<file path="src/rtl/core/hdmtc_pkg.sv">
// Shared types and constants of the hashed direct-mapped tag cache.
package hdmtc_pkg;

    // hash constants
    localparam logic [63:0] HASH_MUL   = 64'hc6a4a7935bd1e995;
    localparam logic [63:0] HASH_SEED  = 64'd4193360111;
    localparam int          HASH_SHIFT = 47;
    localparam logic [63:0] HASH_INIT  = HASH_SEED ^ {HASH_MUL[60:0], 3'b000};

    // widths
    localparam int CFG_W = 9;
    localparam int IDX_W = 9;

    // command codes
    localparam logic [1:0] CMD_LOOKUP = 2'd0;
    localparam logic [1:0] CMD_MARK   = 2'd1;
    localparam logic [1:0] CMD_QUERY  = 2'd2;
    localparam logic [1:0] CMD_UNUSED = 2'd3;

    // classified item passed from front to back
    typedef struct packed {
        logic [1:0]       cmd;
        logic [63:0]      key;
        logic [IDX_W-1:0] idx;
        logic             in_range;
    } entry_t;

endpackage

</file>
<file path="src/rtl/core/hdmtc_front.sv">
// Front end: accepts items, hashes lookup keys and reduces them to a slot.
module hdmtc_front #(
    parameter int ENTRIES = 256
) (
    input  logic                       aclk,
    input  logic                       aresetn,
    input  logic                       s_valid,
    output logic                       s_ready,
    input  logic [1:0]                 s_command,
    input  logic [63:0]                s_key,
    input  logic [7:0]                 s_slot,
    input  logic                       hold,
    input  logic [hdmtc_pkg::CFG_W-1:0] entries_in_use,
    output logic                       push_valid,
    input  logic                       push_ready,
    output hdmtc_pkg::entry_t          push_entry
);

    localparam int          CAP   = (ENTRIES < 511) ? ENTRIES : 511;
    localparam logic [8:0]  CAP9  = 9'(CAP);
    localparam logic [16:0] ENT17 = 17'(ENTRIES);

    localparam logic [1:0] ST_IDLE = 2'd0;
    localparam logic [1:0] ST_MUL  = 2'd1;
    localparam logic [1:0] ST_MOD  = 2'd2;
    localparam logic [1:0] ST_PUSH = 2'd3;

    logic [1:0]  st_reg, st_next;
    logic [1:0]  phase_reg, phase_next;
    logic [1:0]  mstep_reg, mstep_next;
    logic [5:0]  bit_reg, bit_next;
    logic [63:0] a_reg, a_next;
    logic [63:0] sum_reg, sum_next;
    logic [63:0] prod_reg, prod_next;
    logic [8:0]  rem_reg, rem_next;
    logic [8:0]  n_reg, n_next;
    hdmtc_pkg::entry_t ent_reg, ent_next;

    logic [31:0] op_a, op_b;
    logic [63:0] sum_fin;
    logic [63:0] post;
    logic [9:0]  rem_sh;
    logic [8:0]  n_eff;

    assign s_ready    = (st_reg == ST_IDLE) && !hold;
    assign push_valid = (st_reg == ST_PUSH);
    assign push_entry = ent_reg;

    // clamp slot count
    always_comb begin
        if (entries_in_use == 9'd0) begin
            n_eff = 9'd1;
        end else if (entries_in_use > CAP9) begin
            n_eff = CAP9;
        end else begin
            n_eff = entries_in_use;
        end
    end

    // shared 32x32 multiplier operands per phase
    always_comb begin
        case (phase_reg)
            2'd0: begin
                op_a = a_reg[31:0];
                op_b = hdmtc_pkg::HASH_MUL[31:0];
            end
            2'd1: begin
                op_a = a_reg[63:32];
                op_b = hdmtc_pkg::HASH_MUL[31:0];
            end
            default: begin
                op_a = a_reg[31:0];
                op_b = hdmtc_pkg::HASH_MUL[63:32];
            end
        endcase
    end

    assign sum_fin = sum_reg + {prod_reg[31:0], 32'd0};
    assign post = (mstep_reg == 2'd1) ? (hdmtc_pkg::HASH_INIT ^ sum_fin)
                                      : (sum_fin ^ (sum_fin >> hdmtc_pkg::HASH_SHIFT));
    assign rem_sh = {rem_reg, a_reg[63]};

    // sequence hash and modulo
    always_comb begin
        st_next    = st_reg;
        phase_next = phase_reg;
        mstep_next = mstep_reg;
        bit_next   = bit_reg;
        a_next     = a_reg;
        sum_next   = sum_reg;
        prod_next  = prod_reg;
        rem_next   = rem_reg;
        n_next     = n_reg;
        ent_next   = ent_reg;
        case (st_reg)
            ST_IDLE: begin
                if (s_valid && s_ready) begin
                    ent_next.cmd      = s_command;
                    ent_next.key      = s_key;
                    ent_next.idx      = {1'b0, s_slot};
                    ent_next.in_range = ({9'd0, s_slot} < ENT17);
                    a_next     = s_key;
                    phase_next = 2'd0;
                    mstep_next = 2'd0;
                    n_next     = n_eff;
                    if (s_command == hdmtc_pkg::CMD_LOOKUP) begin
                        ent_next.in_range = 1'b1;
                        st_next = ST_MUL;
                    end else begin
                        st_next = ST_PUSH;
                    end
                end
            end
            ST_MUL: begin
                prod_next  = 64'(op_a * op_b);
                phase_next = phase_reg + 2'd1;
                case (phase_reg)
                    2'd1: sum_next = prod_reg;
                    2'd2: sum_next = sum_fin;
                    2'd3: begin
                        a_next     = post;
                        mstep_next = mstep_reg + 2'd1;
                        if (mstep_reg == 2'd3) begin
                            rem_next = 9'd0;
                            bit_next = 6'd0;
                            st_next  = ST_MOD;
                        end
                    end
                    default: ;
                endcase
            end
            ST_MOD: begin
                if (rem_sh >= {1'b0, n_reg}) begin
                    rem_next = 9'(rem_sh - {1'b0, n_reg});
                end else begin
                    rem_next = rem_sh[8:0];
                end
                a_next   = {a_reg[62:0], 1'b0};
                bit_next = bit_reg + 6'd1;
                if (bit_reg == 6'd63) begin
                    ent_next.idx = rem_next;
                    st_next = ST_PUSH;
                end
            end
            default: begin
                if (push_ready) begin
                    st_next = ST_IDLE;
                end
            end
        endcase
    end

    // control state
    always_ff @(posedge aclk) begin
        if (!aresetn) begin
            st_reg    <= ST_IDLE;
            phase_reg <= 2'd0;
            mstep_reg <= 2'd0;
            bit_reg   <= 6'd0;
        end else begin
            st_reg    <= st_next;
            phase_reg <= phase_next;
            mstep_reg <= mstep_next;
            bit_reg   <= bit_next;
        end
    end

    // datapath
    always_ff @(posedge aclk) begin
        a_reg    <= a_next;
        sum_reg  <= sum_next;
        prod_reg <= prod_next;
        rem_reg  <= rem_next;
        n_reg    <= n_next;
        ent_reg  <= ent_next;
    end

endmodule

</file>
<file path="config.mk">
export PLATFORM = sky130hd
export DESIGN_NAME = hdmtc_front
export DESIGN_NICKNAME = d
export VERILOG_FILES = /design/src/rtl/core/hdmtc_pkg.sv /design/src/rtl/core/hdmtc_front.sv
export SDC_FILE = /design/constraint.sdc
export NUM_CORES = 2
export LEC_CHECK = 0
export BUFFER_PORTS_ARGS = -buffer_cell sky130_fd_sc_hd__buf_4
export CORE_MARGIN = 2
export CORE_UTILIZATION = 60
export CTS_BUF_LIST = sky130_fd_sc_hd__clkbuf_2
export CTS_CLUSTER_DIAMETER = 30
export DETAILED_ROUTE_END_ITERATION = 7
export PLACE_DENSITY = 0.9
export SYNTH_ARGS = -nofsm -noshare
export SYNTH_HDL_FRONTEND = slang
export SYNTH_SLANG_ARGS = --single-unit
</file>
<file path="constraint.sdc">
create_clock -name aclk -period 11.8 [get_ports aclk]
set_clock_uncertainty 0.2 [all_clocks]
set_input_delay 2.95 -clock aclk [delete_from_list [all_inputs] [get_ports aclk]]
set_output_delay 2.95 -clock aclk [all_outputs]
set_load 0.03 [all_outputs]
</file>
# == Word level (Yosys, flattened, before mapping) ==
# Cells that the tools add are included.
# op_classes
n_reduce_logical,23
n_addsub,5
n_eq_ne,13
mux,29
n_bitwise,2
multipliers,1
magnitude_cmp,2
# ops
cell,n
two-way mux 64 bit,3
one-hot mux 64 bit (3 select lines),1
one-hot mux 64 bit (2 select lines),1
adder 64 bit,1
multiplier 32 x 32 -> 64 bit,1
two-way mux 32 bit,2
bitwise XOR 64 x 17 -> 64 bit,1
two-way mux 9 bit,5
one-hot mux 9 bit (2 select lines),2
inverter 33 bit,1
two-way mux 2 bit,8
two-way mux 6 bit,2
one-hot mux 6 bit (2 select lines),1
AND reduction 3 bit,4
"equality test 2 bit, second input constant",5
>= comparator 10 x 9 -> 1 bit,1
two-way mux 10 bit,1
"> comparator 9 bit, second input constant",1
zero test 9 bit,1
subtractor 9 bit,1
one-hot mux 2 bit (2 select lines),2
nonzero test 2 bit,4
"adder 6 x 1 -> 6 bit, second input constant",1
"equality test 2 x 1 -> 1 bit, second input constant",3
other kinds (13),22
# word_totals
ff_bits,297
output_inout_bits,78
wordCells,88
input_bits,88

# == Logic depth before layout (Yosys ltp) ==
# depth
word_depth,5
depth_mapped,36
depth_no_buf,34

# == Worst setup path before layout ==
# Ideal clock, no wire load.
# synth_timing
kind,register to register
startpoint,register phase_reg[1]
endpoint,register prod_reg[56] (data pin)
arrival_time_ns,8.564
stages_incl_launch_ff,34
setup_ns,0.261
required_time_ns,11.339
synth_period_minus_slack_ns,9.025
setup_slack_ns,2.775
n_path_buf,4
cell_sequence,dfxtp_1 > inv_1 > ha_1 > clkbuf_1 > buf_1 > clkbuf_1 > mux2_2 > nand2_1 > inv_1 > ha_1 > inv_1 > fa_1 > inv_1 > fa_1 > inv_1 > fa_1 > inv_1 > fa_1 > fa_1 > fa_1 > fa_1 > ha_1 > clkbuf_1 > a21o_1 > a21o_1 > a21oi_1 > o221a_2 > o21ai_0 > a31oi_1 > o21ai_2 > o41ai_4 > o21ai_2 > a221o_1 > xor2_1
# synth_between
elab_chain_len,4
elab_cells_between_ends,6
classes_between,mul (1); eq/ne (1); mux (2); reduce/logical (2)
# synth_lines
element,line,rtl
"start, declared",hdmtc_front.sv:29,"logic [1:0] phase_reg, phase_next;"
"start signal, assigned",hdmtc_front.sv:162,phase_reg <= phase_next;
equality test 2 x 1 -> 1 bit or zero test 2 bit (tied branches),hdmtc_front.sv:62,case (phase_reg)
OR reduction 2 bit (no source line),n/a,
two-way mux 32 bit,hdmtc_front.sv:62,
multiplier 32 x 32 -> 64 bit *,hdmtc_front.sv:115,prod_next = 64'(op_a * op_b);
"end signal, assigned",hdmtc_front.sv:172,prod_reg <= prod_next;
"end, declared",hdmtc_front.sv:34,"logic [63:0] prod_reg, prod_next;"
# Mark *: on every way between the ends. The rest lies on a longest branch, timed or not.
# A chain may end at the register's enable or synchronous reset.

# == Worst setup path in the final report ==
# layout_timing
startpoint,register phase_reg[1]
endpoint,register prod_reg[57] (data pin)
# Same word-level chain as after synthesis.

==> flow_summary_export.csv <==
group,metric,value,unit
floorplan,fp.dieH,256,µm
placement,io_buffers,164,
floorplan,initial_core_util,60.5,%
grt,met2_usage,56.1,%
grt,grt_util_met3,7.73,%
grt,antenna_found_initial,5,
placement,place_area,40200,µm²
worst_setup_path,cpMostUsedCell,"fa_1",
floorplan,io_pins,166,
timing,tns,0,ns
timing,hold_viol,0,
clock_network,h-tree-depth,3,
grt,grt_max_degree,96,
timing,clock.fmax,98.3,MHz
yosys,synth_top_area_share,32.8,%
worst_setup_path,criticalPathCategory,"reg2reg",
placement,gp_congestion,1.03,
clock_network,clk_pin_slew,0.12,ns
worst_setup_path,end_kind,"register",
clock_network,clock_latency,1.05,ns
final_layout,final_area,40900,µm²
worst_setup_path,crit_slowest_cell,"mux2i_1",
routing,ant_nets,0,
timing,rsz0062_at_grt,"false",
routing,finalWirelength,114,mm
worst_setup_path,crit_required,12.25,ns
worst_setup_path,cpPeakStageDelay,0.71,ns
hold_path,worstHoldPathCells,2,
routing,drc,0,
clock_network,root_buffer,"clkbuf_2",
grt,grt_busiest_layer,"met2",
timing,fin_crit_sh,86.2,%
clock_network,cts_tree,"built",
clock_network,cts.path.max_buffers,3,
hold_path,hold_class,"reg2reg",
floorplan,rows,92,
grt,grt_overflow,0,
grt,grtUsageMet1,46.2,%
clock_network,numCtsBuffers,76,
worst_setup_path,r2r_setup_slack,1.63,ns
timing,setup_viol,0,
yosys,ys_async_sr_fraction,0,%
grt,grt_pass1_wl,171,mm
timing,final.min_clock_period,10.17,ns
worst_setup_path,r2r-end,"prod_reg[57]$_DFFE_PP_",
yosys,yosys_warnings,0,
final_layout,largest_reg_flops,75,
worst_setup_path,worstPathArrival,10.62,ns
yosys,yosysMostFrequentCell,"inv_1",
yosys,synth_edf_count,285,
placement,place_hpwl,95.3,mm
final_layout,nets,4846,
yosys,mappedNetlistArea,38100,µm²
run_status,outcome,"finished, final reports clean",
yosys,ys_types,78,
routing,drt-pass1-iter-count,6,
worst_setup_path,startpoint_type,"register",
flow_run,cap_violations,0,
worst_setup_path,rr_startpoint,"phase_reg[1]$_SDFFE_PN0P_",
timing,final_max_slew_viol_count,0,
yosys,seq_area_frac_synth,23.1,%
routing,routedWlPerCell,25.0,µm
clock_network,cts_hold_buffers,0,
worst_setup_path,ff2ff_path_depth,29,
yosys,syn_inst,3521,
final_layout,stdcell_count,4584,
hold_path,min_to,"bit_reg[1]$_SDFFE_PN0P_",
worst_setup_path,crit_start,"phase_reg[1]$_SDFFE_PN0P_",
yosys,synth_commonest_cells,"inv_1 (844), fa_1 (625), ha_1 (451), edfxtp_1 (285), nor2_1 (159)",
grt,groute.usage.overall,35.2,%
placement,placedCellCount,4450,
floorplan,dieWidth,256,µm
final_layout,drive_above_1_share,10.7,%
routing,first_iter_violations,2950,
grt,grt_pass1_vias,28400,
floorplan,die-area,65500,µm²
yosys,synth_area_leader_cell,"fa_1",
timing,slew-limit-headroom,25.8,%
clock_network,post-cts-setup-buffer-count,0,
clock_network,cts_resized,0,
yosys,avgSynthCellArea,10.8,µm²
hold_path,hp-start,"bit_reg[1]$_SDFFE_PN0P_",
yosys,synth_ff_type,"edfxtp_1",
final_layout,area_growth,7.46,%
clock_network,clock-sinks,297,
timing,tightest_slew,1.11,ns
yosys,synth_area_leaders,"fa_1 (33%), edfxtp_1 (22%), ha_1 (15%)",
yosys,synth_seq_cells,297,
routing,vias,27200,
routing,viasPerCell,5.92,
floorplan,core,63000,µm²
worst_setup_path,crit_path_max_fanout,19,
[worst max-delay path: cells and delay by family (launching register included)]
family / cells / cell delay [ns]
flops: 1 / 0.38
simple gates: 7 / 1.65
fa+ha+maj: 10 / 4.55
mux: 1 / 0.71
xor+xnor: 1 / 0.15
buf+inv: 6 / 1.14
compound gates: 4 / 1.05
[cells by family (layout without fill, tap and decap cells)]
| kind of cell | after synthesis | count (layout) | synth area share, % |
|---|---|---|---|
| AOI/OAI and AO/OA | 437 | 437 | 7.78 |
| xor gates and xnor gates | 147 | 147 | 3.38 |
| adders and majority gates | 1076 | 1076 | 47.7 |
| buffers and inverters | 946 | 1157 | 9.33 |
| DFF | 297 | 297 | 23.1 |
| muxes | 64 | 64 | 1.86 |
| other | 2 | 8 | 0.0197 |
| and+or+nand+nor | 552 | 552 | 6.87 |
[routing by layer]
layer | wire length [µm] | up-vias
met5 | 36 | -
met4 | 6230 | 6
met3 | 12100 | 311
met2 | 52800 | 1687
met1 | 43300 | 13500
li1 | - | 11700
[area by class of cell]
class / count / area (µm²)
Clock buffer: 95 / 475
Sequential cell: 297 / 8800
Multi-Input combinational cell: 2282 / 25800
Clock inverter: 37 / 279
Tap cell: 846 / 1060
Timing Repair Buffer: 179 / 1340
Antenna cell: 2 / 5.00
Fill cell: 4920 / 22000
Inverter: 846 / 3180
[stage by stage]
step	setup slack (ns)	hold slack (ns)	utilization [%]
floorplan	2.78	0.258	-
global placement	2.07	0.272	63.8
detailed placement	1.82	0.287	63.8
CTS	1.77	0.301	65.0
global route	1.19	0.346	65.0
finish	1.63	0.303	65.0
[worst max path at each step]
stage                                         to  slack, ns  cells after the start
after detailed placement  prod_reg[63]$_DFFE_PP_       1.82                     33
after global routing      prod_reg[63]$_DFFE_PP_       1.19                     33
final                     prod_reg[57]$_DFFE_PP_       1.63                     29
after CTS                 prod_reg[63]$_DFFE_PP_       1.77                     33
after floorplan           prod_reg[56]$_DFFE_PP_       2.78                     33
after global placement    prod_reg[42]$_DFFE_PP_       2.07                     28
[cell usage in the layout, fill, tap and decap left out, types with 14 or more instances in the layout]
master and count:
buf_4 179, nor2b_1 59, xor2_1 63, o21ai_0 63, mux2_2 53, and2_1 22
xnor2_1 84, clkinv_1 18, nor2_1 158, a211oi_1 15, a21o_1 67, nand2b_1 14
a221oi_1 30, ha_1 445, nand2_1 157, inv_1 843, clkbuf_2 95, o221ai_1 14
edfxtp_1 285, a21oi_1 123, nand4_1 19, fa_1 625, nor3_1 16, or2_2 20
o21ai_1 15, nand3_1 47
Power is not shown: default switching activity piles up to over one toggle a cycle in this logic, so the estimate is an artifact.
