## src/rtl/core/hdmtc_pkg.sv

```systemverilog
// Shared types and constants of the hashed direct-mapped tag cache.
package hdmtc_pkg;

    // hash constants
    localparam logic [63:0] HASH_MUL   = 64'hc6a4a7935bd1e995;
    localparam logic [63:0] HASH_SEED  = 64'd4193360111;
    localparam int          HASH_SHIFT = 47;
    localparam logic [63:0] HASH_INIT  = HASH_SEED ^ {HASH_MUL[60:0], 3'b000};

    // widths
    localparam int CFG_W = 9;
    localparam int IDX_W = 9;

    // command codes
    localparam logic [1:0] CMD_LOOKUP = 2'd0;
    localparam logic [1:0] CMD_MARK   = 2'd1;
    localparam logic [1:0] CMD_QUERY  = 2'd2;
    localparam logic [1:0] CMD_UNUSED = 2'd3;

    // classified item passed from front to back
    typedef struct packed {
        logic [1:0]       cmd;
        logic [63:0]      key;
        logic [IDX_W-1:0] idx;
        logic             in_range;
    } entry_t;

endpackage

```

## src/rtl/core/hdmtc_queue.sv

```systemverilog
// Two-entry queue between front and back.
module hdmtc_queue (
    input  logic              aclk,
    input  logic              aresetn,
    input  logic              wr_valid,
    output logic              wr_ready,
    input  hdmtc_pkg::entry_t wr_entry,
    output logic              rd_valid,
    input  logic              rd_ready,
    output hdmtc_pkg::entry_t rd_entry
);

    hdmtc_pkg::entry_t slot_reg [2];
    logic       wptr_reg, wptr_next;
    logic       rptr_reg, rptr_next;
    logic [1:0] cnt_reg, cnt_next;
    logic       do_wr, do_rd;

    assign wr_ready = (cnt_reg != 2'd2);
    assign rd_valid = (cnt_reg != 2'd0);
    assign rd_entry = slot_reg[rptr_reg];
    assign do_wr    = wr_valid && wr_ready;
    assign do_rd    = rd_valid && rd_ready;

    // advance pointers
    always_comb begin
        wptr_next = do_wr ? !wptr_reg : wptr_reg;
        rptr_next = do_rd ? !rptr_reg : rptr_reg;
        cnt_next  = cnt_reg + {1'b0, do_wr} - {1'b0, do_rd};
    end

    always_ff @(posedge aclk) begin
        if (!aresetn) begin
            wptr_reg <= 1'b0;
            rptr_reg <= 1'b0;
            cnt_reg  <= 2'd0;
        end else begin
            wptr_reg <= wptr_next;
            rptr_reg <= rptr_next;
            cnt_reg  <= cnt_next;
        end
    end

    always_ff @(posedge aclk) begin
        if (do_wr) begin
            slot_reg[wptr_reg] <= wr_entry;
        end
    end

endmodule

```

## config.mk

```make
export PLATFORM = sky130hd
export DESIGN_NAME = hdmtc_queue
export DESIGN_NICKNAME = d
export VERILOG_FILES = /design/src/rtl/core/hdmtc_pkg.sv /design/src/rtl/core/hdmtc_queue.sv
export SDC_FILE = /design/constraint.sdc
export NUM_CORES = 1
export LEC_CHECK = 0
export BUFFER_PORTS_ARGS = -buffer_cell sky130_fd_sc_hd__buf_2
export CAP_MARGIN = 0
export CORE_ASPECT_RATIO = 0.75
export CORE_UTILIZATION = 52
export CTS_CLUSTER_DIAMETER = 150
export DETAILED_ROUTE_END_ITERATION = 12
export PLACE_DENSITY_LB_ADDON = 0.1
export SYNTH_ARGS = -nofsm -noshare
export SYNTH_HDL_FRONTEND = slang
export SYNTH_SLANG_ARGS = --single-unit
export TNS_END_PERCENT = 10
```

## constraint.sdc

```tcl
create_clock -name aclk -period 3.25 [get_ports aclk]
set_clock_uncertainty 0.15 [all_clocks]
set_input_delay 0.325 -clock aclk [delete_from_list [all_inputs] [get_ports aclk]]
set_output_delay 0.325 -clock aclk [all_outputs]
set_load 0.1 [all_outputs]
```

# --- Word-level counts from Yosys, hierarchy flattened ---
# Memory sizes are Yosys's and may differ from the RTL's. A register that Yosys moved wholly into a read port is not among the register bits.
# Cells that the tools add are included.
classes:
  eq_ne: 1
  reduce_logical: 5
  muxes: 4
  n_addsub: 2
op_table:
  columns: ["operator", "n"]
  rows:
  - ["1-bit 2-to-1 mux", 4]
  - ["2-bit by 1-bit adder with 2-bit output", 1]
  - ["1-bit logical AND", 2]
  - ["1-bit logical NOT", 2]
  - ["2-bit != test, second input constant", 1]
  - ["2-bit nonzero test", 1]
  - ["2-bit by 1-bit subtractor with 2-bit output", 1]
totals:
  in_bits: 80
  out_inout_bits: 78
  regBits: 4
  mem_count: 1
  ramBits: 152
  elab_cells: 16
mem_list:
  columns: ["memory", "depth", "word_bits", "rd", "rd_clocked_by_memory_dff", "write_ports", "line", "rtl"]
  rows:
  - ["slot_reg", 2, 76, 1, 1, 1, "hdmtc_queue.sv:13", "hdmtc_pkg::entry_t slot_reg [2];"]

# --- Logic depth before layout (Yosys ltp) ---
# Gate-level depths: netlist of run 1.
depth:
  ltp_word: 4
  mapped_depth: 6
  depth_no_buf: 6

# --- Least setup slack after synthesis of run 1 ---
# Ideal clock, no wire load.
synth_path:
  path_kind: "flip-flop to flip-flop"
  startpoint: "register cnt_reg[0]"
  endpoint: "memory slot_reg[1][0] in the netlist's numbering, enable pin"
  path_stages_with_launch: 3
  path_slack_ps: -528
  arrival_ps: 3185
  setup_ps: 443
  period_less_slack_ps: 3778
  cell_sequence: "dfxtp_1 > nand2b_1 > and3_1"
synth_between:
  elab_chain_len: 4
synth_lines:
  columns: ["item", "line", "rtl"]
  rows:
  - ["start: declaration", "hdmtc_queue.sv:16", "logic [1:0] cnt_reg, cnt_next;"]
  - ["start signal: assignment", "hdmtc_queue.sv:40", "cnt_reg <= cnt_next;"]
  - ["2-bit != test", "hdmtc_queue.sv:19", "assign wr_ready = (cnt_reg != 2'd2);"]
  - ["named net wr_ready", "hdmtc_queue.sv:6", "output logic wr_ready,"]
  - ["1-bit logical AND", "hdmtc_queue.sv:22", "assign do_wr = wr_valid && wr_ready;"]
  - ["1-bit 2-to-1 mux", "hdmtc_queue.sv:45", "if (do_wr) begin"]
  - ["1-bit 2-to-1 mux (not written as such)", "hdmtc_queue.sv:46", "slot_reg[wptr_reg] <= wr_entry;"]
  - ["end: declaration", "hdmtc_queue.sv:13", null]
# The timed path passes the listed nets, and every way through them passes these cells.

==> results.sh, run 1 <==
export IMPL_result_of_the_run="finished, final reports clean"
export IMPL_drtIter0Drc=241
export IMPL_comb_pwr_share=0.373
export IMPL_h_tree_depth=4
export IMPL_globalRouteMet3Util=0.0799
export IMPL_antenna_diode_count=0
export IMPL_p_per_area_nw_per_um2=883
export IMPL_cts_root_to_sink_buffers=2
export IMPL_routed_len_inst_um=16.1
export IMPL_grt_overflow=0
export IMPL_fp_dieArea_sq_um=11500
export IMPL_clock_sinks=157
export IMPL_timing_hold_worst_class="input port to flop"
export IMPL_worstPathRequired_ns=2.77
export IMPL_synth_area_leaders="sky130_fd_sc_hd__edfxtp_1, sky130_fd_sc_hd__mux2_1, sky130_fd_sc_hd__mux2_2, sky130_fd_sc_hd__dfxtp_1, sky130_fd_sc_hd__buf_6"
export IMPL_final_hold_viol_count=0
export IMPL_i_o_pin_count=158
export IMPL_worst_slew_pin_transition_ns=0.572
export IMPL_layout_nets=596
export IMPL_core_sq_um=10500
export IMPL_syn_avg_cell_area_sq_um=21.6
export IMPL_synth_seq_cells=157
export IMPL_ys_types=26
export IMPL_vias_per_cell=4.90
export IMPL_clock_network_latency_to_the_later_pin_of_the_worst_skew_pair_ns=0.41
export IMPL_dieHeight_um=93.1
export IMPL_crit_path_cell_trace="buf_12, mux2_2, buf_2"
export IMPL_num_vias=3255
export IMPL_detailed_place_hpwl_um=6330
export IMPL_ys_flop_type="sky130_fd_sc_hd__edfxtp_1"
export IMPL_n_fill_cell=650
export IMPL_internal_power_mw=4.11
export IMPL_yosysTopAreaCell="sky130_fd_sc_hd__edfxtp_1"
export IMPL_async_flop_share=0
export IMPL_switching_share=0.424
export IMPL_max_slew_margin=0.619
export IMPL_launching_element_type_of_the_critical_path="flop"
export IMPL_layout_drive_gt1_share=0.441
export IMPL_max_cap_viol_count=0
export IMPL_leakage_nw=3.08
export IMPL_numPortBuffers=157
export IMPL_finalSetupViolations=0
export IMPL_finalWirelength_um=10700
export IMPL_fin_crit_sh=0.806
export IMPL_core_rowCount=32
export IMPL_end_kind="primary output"
export IMPL_slew_viol_final=0
export IMPL_share_seq_of_total_power=0.360
export IMPL_finalCriticalPeriod_ns=2.62
export IMPL_number_of_global_route_vias_before_repair=3265
export IMPL_most_numerous_cell_in_the_yosys_netlist="sky130_fd_sc_hd__edfxtp_1"
export IMPL_critical_path_slowest_cell="sky130_fd_sc_hd__dfxtp_4"
export IMPL_start_util=0.546
export IMPL_preCtsSetupSlack_ns=1.06
export IMPL_gr_usage_all_layers=0.194
export IMPL_largest_net_degree_at_the_start_of_global_routing=56
export IMPL_timing_final_ws_setup_ns=0.632
export IMPL_antenna_found_initial=0
export IMPL_post_cts_repair_setup_buffers=0
export IMPL_syn_num_nets=347
export IMPL_ys_seq_area_frac=0.811
export IMPL_crit_path_max_incr_delay_ns=0.71
export IMPL_gr_usage_met1=0.230
export IMPL_synth_commonest_cells="sky130_fd_sc_hd__edfxtp_1, sky130_fd_sc_hd__mux2_1, sky130_fd_sc_hd__mux2_2, sky130_fd_sc_hd__dfxtp_1"
export IMPL_grt_setup_unrepaired="no"
export IMPL_die_width_um=123
export IMPL_placed_cell_area_sq_um=6720
export IMPL_worst_endpoint_arrival_ns=2.14
export IMPL_yosys_warnings=0
export IMPL_path_class="flop to primary output"
export IMPL_synth_top_cell_area_share=0.794
export IMPL_worst_setup_hold_path_clk_slew_ns=0.06
export IMPL_number_of_flip_flops_under_the_largest_register_name=152
export IMPL_irDropWorstVdd_v=0.000568
export IMPL_grt_pass1_wl_um=15900
export IMPL_tritoncts="done"
export IMPL_cts_root_buf="sky130_fd_sc_hd__clkbuf_16"
export IMPL_netlist_instances=266
export IMPL_remaining_drc_errors=0
export IMPL_crit_fanout=39
export IMPL_timing_fmax_mhz=382
export IMPL_final_cells=664
export IMPL_synth_edf_count=152
export IMPL_finalWeightedCongestion=0.722
export IMPL_globalRouteMet2Util=0.322
export IMPL_post_synth_instance_area_sq_um=5750
export IMPL_area_growth_synth_to_final_pct=40.2
export IMPL_power_switching_mw=3.02
export IMPL_clock_power_share=0.267
export IMPL_total_cts_buffers=17
export IMPL_final_antenna_net_count=0
export IMPL_stdcell_area_sq_um=8060
export IMPL_placed_cells=555
export IMPL_first_pass_iters=4
export IMPL_most_heavily_used_metal_layer_in_global_routing="met2"
[repair_timing]
action / CTS / global route
endpoints found under the setup margin: 0 / 0
gates resized for setup: 0 / 0
endpoints found under the hold margin: 153 / 0
hold buffers: 77 / 0
[worst max-delay path: cells and delay by family, from the launching register on]
family	cells	cell delay (ns)
muxes	1	0.39
buffers and inverters	2	0.61
DFF	1	0.71
[power groups by stage]
| stage | combinational, mW | clock, mW | sequential [mW] |
|---|---|---|---|
| floorplan | 2.31 | 0 | 2.54 |
| global placement | 2.58 | 0 | 2.60 |
| detailed placement | 2.59 | 0 | 2.61 |
| CTS | 2.67 | 1.93 | 2.57 |
| global route | 2.74 | 2.01 | 2.59 |
| finish | 2.66 | 1.90 | 2.57 |
[through the flow]
stage	setup TNS, ns	utilization	hold WS (ns)	power (mW)
5_1_grt	0	0.766	0.155	7.35
2_1_floorplan	-19.44	-	0.274	4.85
6_report	0	0.766	0.154	7.12
3_5_place_dp	0	0.638	0.347	5.20
3_3_place_gp	0	0.638	0.339	5.18
4_1_cts	0	0.766	0.132	7.17
[metal layers]
| metal | vias up | routed length (um) |
|---|---|---|
| met2 | 113 | 5190 |
| li1 | 1555 | - |
| met1 | 1577 | 4570 |
| met4 | 0 | 116 |
| met5 | - | 0 |
| met3 | 10 | 794 |
[worst paths after layout]
| check | startpoint | slack [ns] | cells after the start | to |
|---|---|---|---|---|
| hold reg to reg | rptr_reg | 0.36 | 2 | rptr_reg |
| hold / removal | wr_valid | 0.15 | 3 | wptr_reg |
| setup / recovery | flop | 0.63 | 3 | rd_entry[16] |
| setup reg to reg | cnt_reg[0] | 1.23 | 4 | slot_reg[0][57] |
[cell families after synthesis]
group | count (synthesis) | synth area share
flip-flops | 157 | 0.811
multiplexers | 76 | 0.149
AND/OR/NAND/NOR | 15 | 0.0159
buffers and inverters | 10 | 0.0131
AO/OA/AOI/OAI | 6 | 0.00761
XOR/XNOR | 1 | 0.00152
adder cells (fa/ha/maj) | 1 | 0.00217
[final cells by class]
class | instances | area (sq um) | area share
Clock buffer | 18 | 429 | 0.0532
Clock inverter | 14 | 146 | 0.0182
Inverter | 2 | 8.76 | 0.00109
Multi-Input combinational cell | 99 | 1020 | 0.126
Sequential cell | 157 | 4670 | 0.579
Tap cell | 136 | 170 | 0.0211
Timing Repair Buffer | 238 | 1620 | 0.201
[layout by cell type, fill, tap and decap left out, types with 2 or more instances in the layout]
cell / n
sky130_fd_sc_hd__buf_2: 157
sky130_fd_sc_hd__edfxtp_1: 152
sky130_fd_sc_hd__dlygate4sd3_1: 77
sky130_fd_sc_hd__mux2_1: 40
sky130_fd_sc_hd__mux2_2: 36
sky130_fd_sc_hd__clkbuf_16: 17
sky130_fd_sc_hd__clkinv_4: 5
sky130_fd_sc_hd__clkinv_2: 4
sky130_fd_sc_hd__nor2_1: 4
sky130_fd_sc_hd__dfxtp_1: 4
sky130_fd_sc_hd__buf_12: 3
sky130_fd_sc_hd__o21ai_0: 2
sky130_fd_sc_hd__clkinvlp_4: 2
sky130_fd_sc_hd__bufinv_16: 2
(Power assumes the default switching activity.)
==> run 2: changes to the inputs <==
--- a/config.mk
+++ b/config.mk
@@ -8,7 +8,7 @@
 export BUFFER_PORTS_ARGS = -buffer_cell sky130_fd_sc_hd__buf_2
 export CAP_MARGIN = 0
 export CORE_ASPECT_RATIO = 0.75
-export CORE_UTILIZATION = 52
+export CORE_UTILIZATION = 47
 export CTS_CLUSTER_DIAMETER = 150
 export DETAILED_ROUTE_END_ITERATION = 12
 export PLACE_DENSITY_LB_ADDON = 0.1
==> constraint.sdc (replaced) <==
create_clock -name aclk -period 2.35 [get_ports aclk]
set_clock_uncertainty 0.15 [all_clocks]
set_input_delay 0.235 -clock aclk [delete_from_list [all_inputs] [get_ports aclk]]
set_output_delay 0.235 -clock aclk [all_outputs]
set_load 0.1 [all_outputs]
==> results.sh, run 2 (synthesized netlist as in run 1, its figures left out) <==
export IMPL_layout_nets=601
export IMPL_fin_crit_sh=0.936
export IMPL_h_tree_depth=4
export IMPL_grt_overflow=0
export IMPL_crit_fanout=13
export IMPL_fp_dieArea_sq_um=12700
export IMPL_total_cts_buffers=17
export IMPL_final_common_cell="sky130_fd_sc_hd__edfxtp_1"
export IMPL_power_total_mw=10.5
export IMPL_final_cells=694
export IMPL_i_o_pin_count=158
export IMPL_die_width_um=130
export IMPL_internal_power_mw=6.20
export IMPL_remaining_drc_errors=0
export IMPL_layout_drive_gt1_share=0.451
export IMPL_finalWirelength_um=11300
export IMPL_worst_endpoint_arrival_ns=1.81
export IMPL_result_of_the_run="finished, final reports clean"
export IMPL_area_sequential_sq_um=4670
export IMPL_largest_net_degree_at_the_start_of_global_routing=42
export IMPL_area_growth_synth_to_final_pct=51.3
export IMPL_clock_network_latency_to_the_later_pin_of_the_worst_skew_pair_ns=0.41
export IMPL_final_hold_viol_count=0
export IMPL_first_pass_iters=4
export IMPL_finalCriticalPeriod_ns=2.20
export IMPL_leakage_nw=3.29
export IMPL_dieHeight_um=97.8
export IMPL_worstPathRequired_ns=1.97
export IMPL_grt_pass1_wl_um=17300
export IMPL_clock_sinks=157
export IMPL_n_fill_cell=743
export IMPL_clock_power_share=0.249
export IMPL_end_kind="primary output"
export IMPL_antenna_diode_count=0
export IMPL_placed_cells=585
export IMPL_comb_pwr_share=0.417
export IMPL_numPortBuffers=157
export IMPL_final_antenna_net_count=0
export IMPL_p_per_area_nw_per_um2=1200
export IMPL_path_class="flop to primary output"
export IMPL_share_seq_of_total_power=0.335
export IMPL_worst_setup_hold_path_clk_slew_ns=0.06
export IMPL_num_vias=3275
export IMPL_core_rowCount=34
export IMPL_tritoncts="done"
export IMPL_worst_slew_pin_transition_ns=0.505
export IMPL_grt_setup_unrepaired="no"
export IMPL_number_of_global_route_vias_before_repair=3492
export IMPL_cts_root_to_sink_buffers=2
export IMPL_whs_ns=0.0911
export IMPL_detailed_place_hpwl_um=6660
export IMPL_cts_root_buf="sky130_fd_sc_hd__clkbuf_16"
export IMPL_start_util=0.490
export IMPL_irDropWorstVdd_v=0.000991
export IMPL_timing_fmax_mhz=455
export IMPL_timing_hold_worst_class="input port to flop"
export IMPL_drtIter0Drc=147
export IMPL_slew_viol_final=0
export IMPL_finalWeightedCongestion=0.674
export IMPL_multiInputGateArea_sq_um=1020
export IMPL_most_common_layout_cells="sky130_fd_sc_hd__edfxtp_1, sky130_fd_sc_hd__buf_2, sky130_fd_sc_hd__dlygate4sd3_1"
export IMPL_launching_element_type_of_the_critical_path="flop"
export IMPL_antenna_found_initial=0
export IMPL_core_sq_um=11700
export IMPL_power_switching_mw=4.27
export IMPL_cts_resized=0
export IMPL_max_slew_margin=0.666
export IMPL_switching_share=0.408
export IMPL_vias_per_cell=4.72
export IMPL_finalSetupViolations=0
export IMPL_final_setup_tns_ns=0
export IMPL_number_of_flip_flops_under_the_largest_register_name=152
export IMPL_gr_usage_all_layers=0.186
export IMPL_routed_len_inst_um=16.3
export IMPL_max_cap_viol_count=0
==> run 2: final cells by class <==
cell class / count / share of cell area
Sequential cell: 157 / 0.537
Clock buffer: 18 / 0.0493
Clock inverter: 13 / 0.0164
Timing Repair Buffer: 243 / 0.255
Inverter: 2 / 0.00129
Tap cell: 162 / 0.0233
Multi-Input combinational cell: 99 / 0.118
==> run 2: repair_timing <==
item                                    in CTS  in global routing
hold endpoints to repair                   157                  0
hold buffers                                77                  0
buffers inserted                             1                  0
endpoints found under the setup margin       2                  0
==> run 2: path summary, 6_finish.rpt <==
check | startpoint | to | slack [ns] | cells past startpoint
worst max-delay path | flop | rd_entry[36] | 0.15 | 3
worst min-delay path | wr_valid | wptr_reg | 0.09 | 3
worst max register to register | cnt_reg[0] | slot_reg[0][65] | 0.61 | 4
worst min register to register | rptr_reg | flop | 0.38 | 2
==> run 2: power groups by stage <==
stage          combinational (mW)  sequential [mW]  clock (mW)
4_1_cts                      4.39             3.51        2.66
6_report                     4.37             3.51        2.60
3_5_place_dp                 4.24             3.58           0
2_1_floorplan                3.20             3.52           0
3_3_place_gp                 4.23             3.57           0
5_1_grt                      4.50             3.53        2.79
==> run 2: critical path, cell delays in order, from the launching register on <==
cell and delay [ns]:
sky130_fd_sc_hd__dfxtp_4 0.49, sky130_fd_sc_hd__buf_4 0.27, sky130_fd_sc_hd__mux2_1 0.34, sky130_fd_sc_hd__buf_2 0.29
==> run 2: through the flow <==
step                      utilization  setup WS (ns)  instance area [sq um]
after global placement          0.626          0.449                   7350
after floorplan                     -         -0.163                   5770
final                           0.741          0.151                   8700
after detailed placement        0.626          0.439                   7350
after global routing            0.741         0.0547                   8700
after CTS                       0.741          0.109                   8700
==> run 2: layer usage <==
metal | vias up | share of wire | routed length [um] | global-route usage
met5 | - | 0 | 0 | 0
met1 | 1586 | 0.41 | 4590 | 0.206
met3 | 14 | 0.076 | 860 | 0.0767
li1 | 1564 | - | - | -
met4 | 0 | 0.011 | 124 | 0.0581
met2 | 111 | 0.51 | 5740 | 0.324
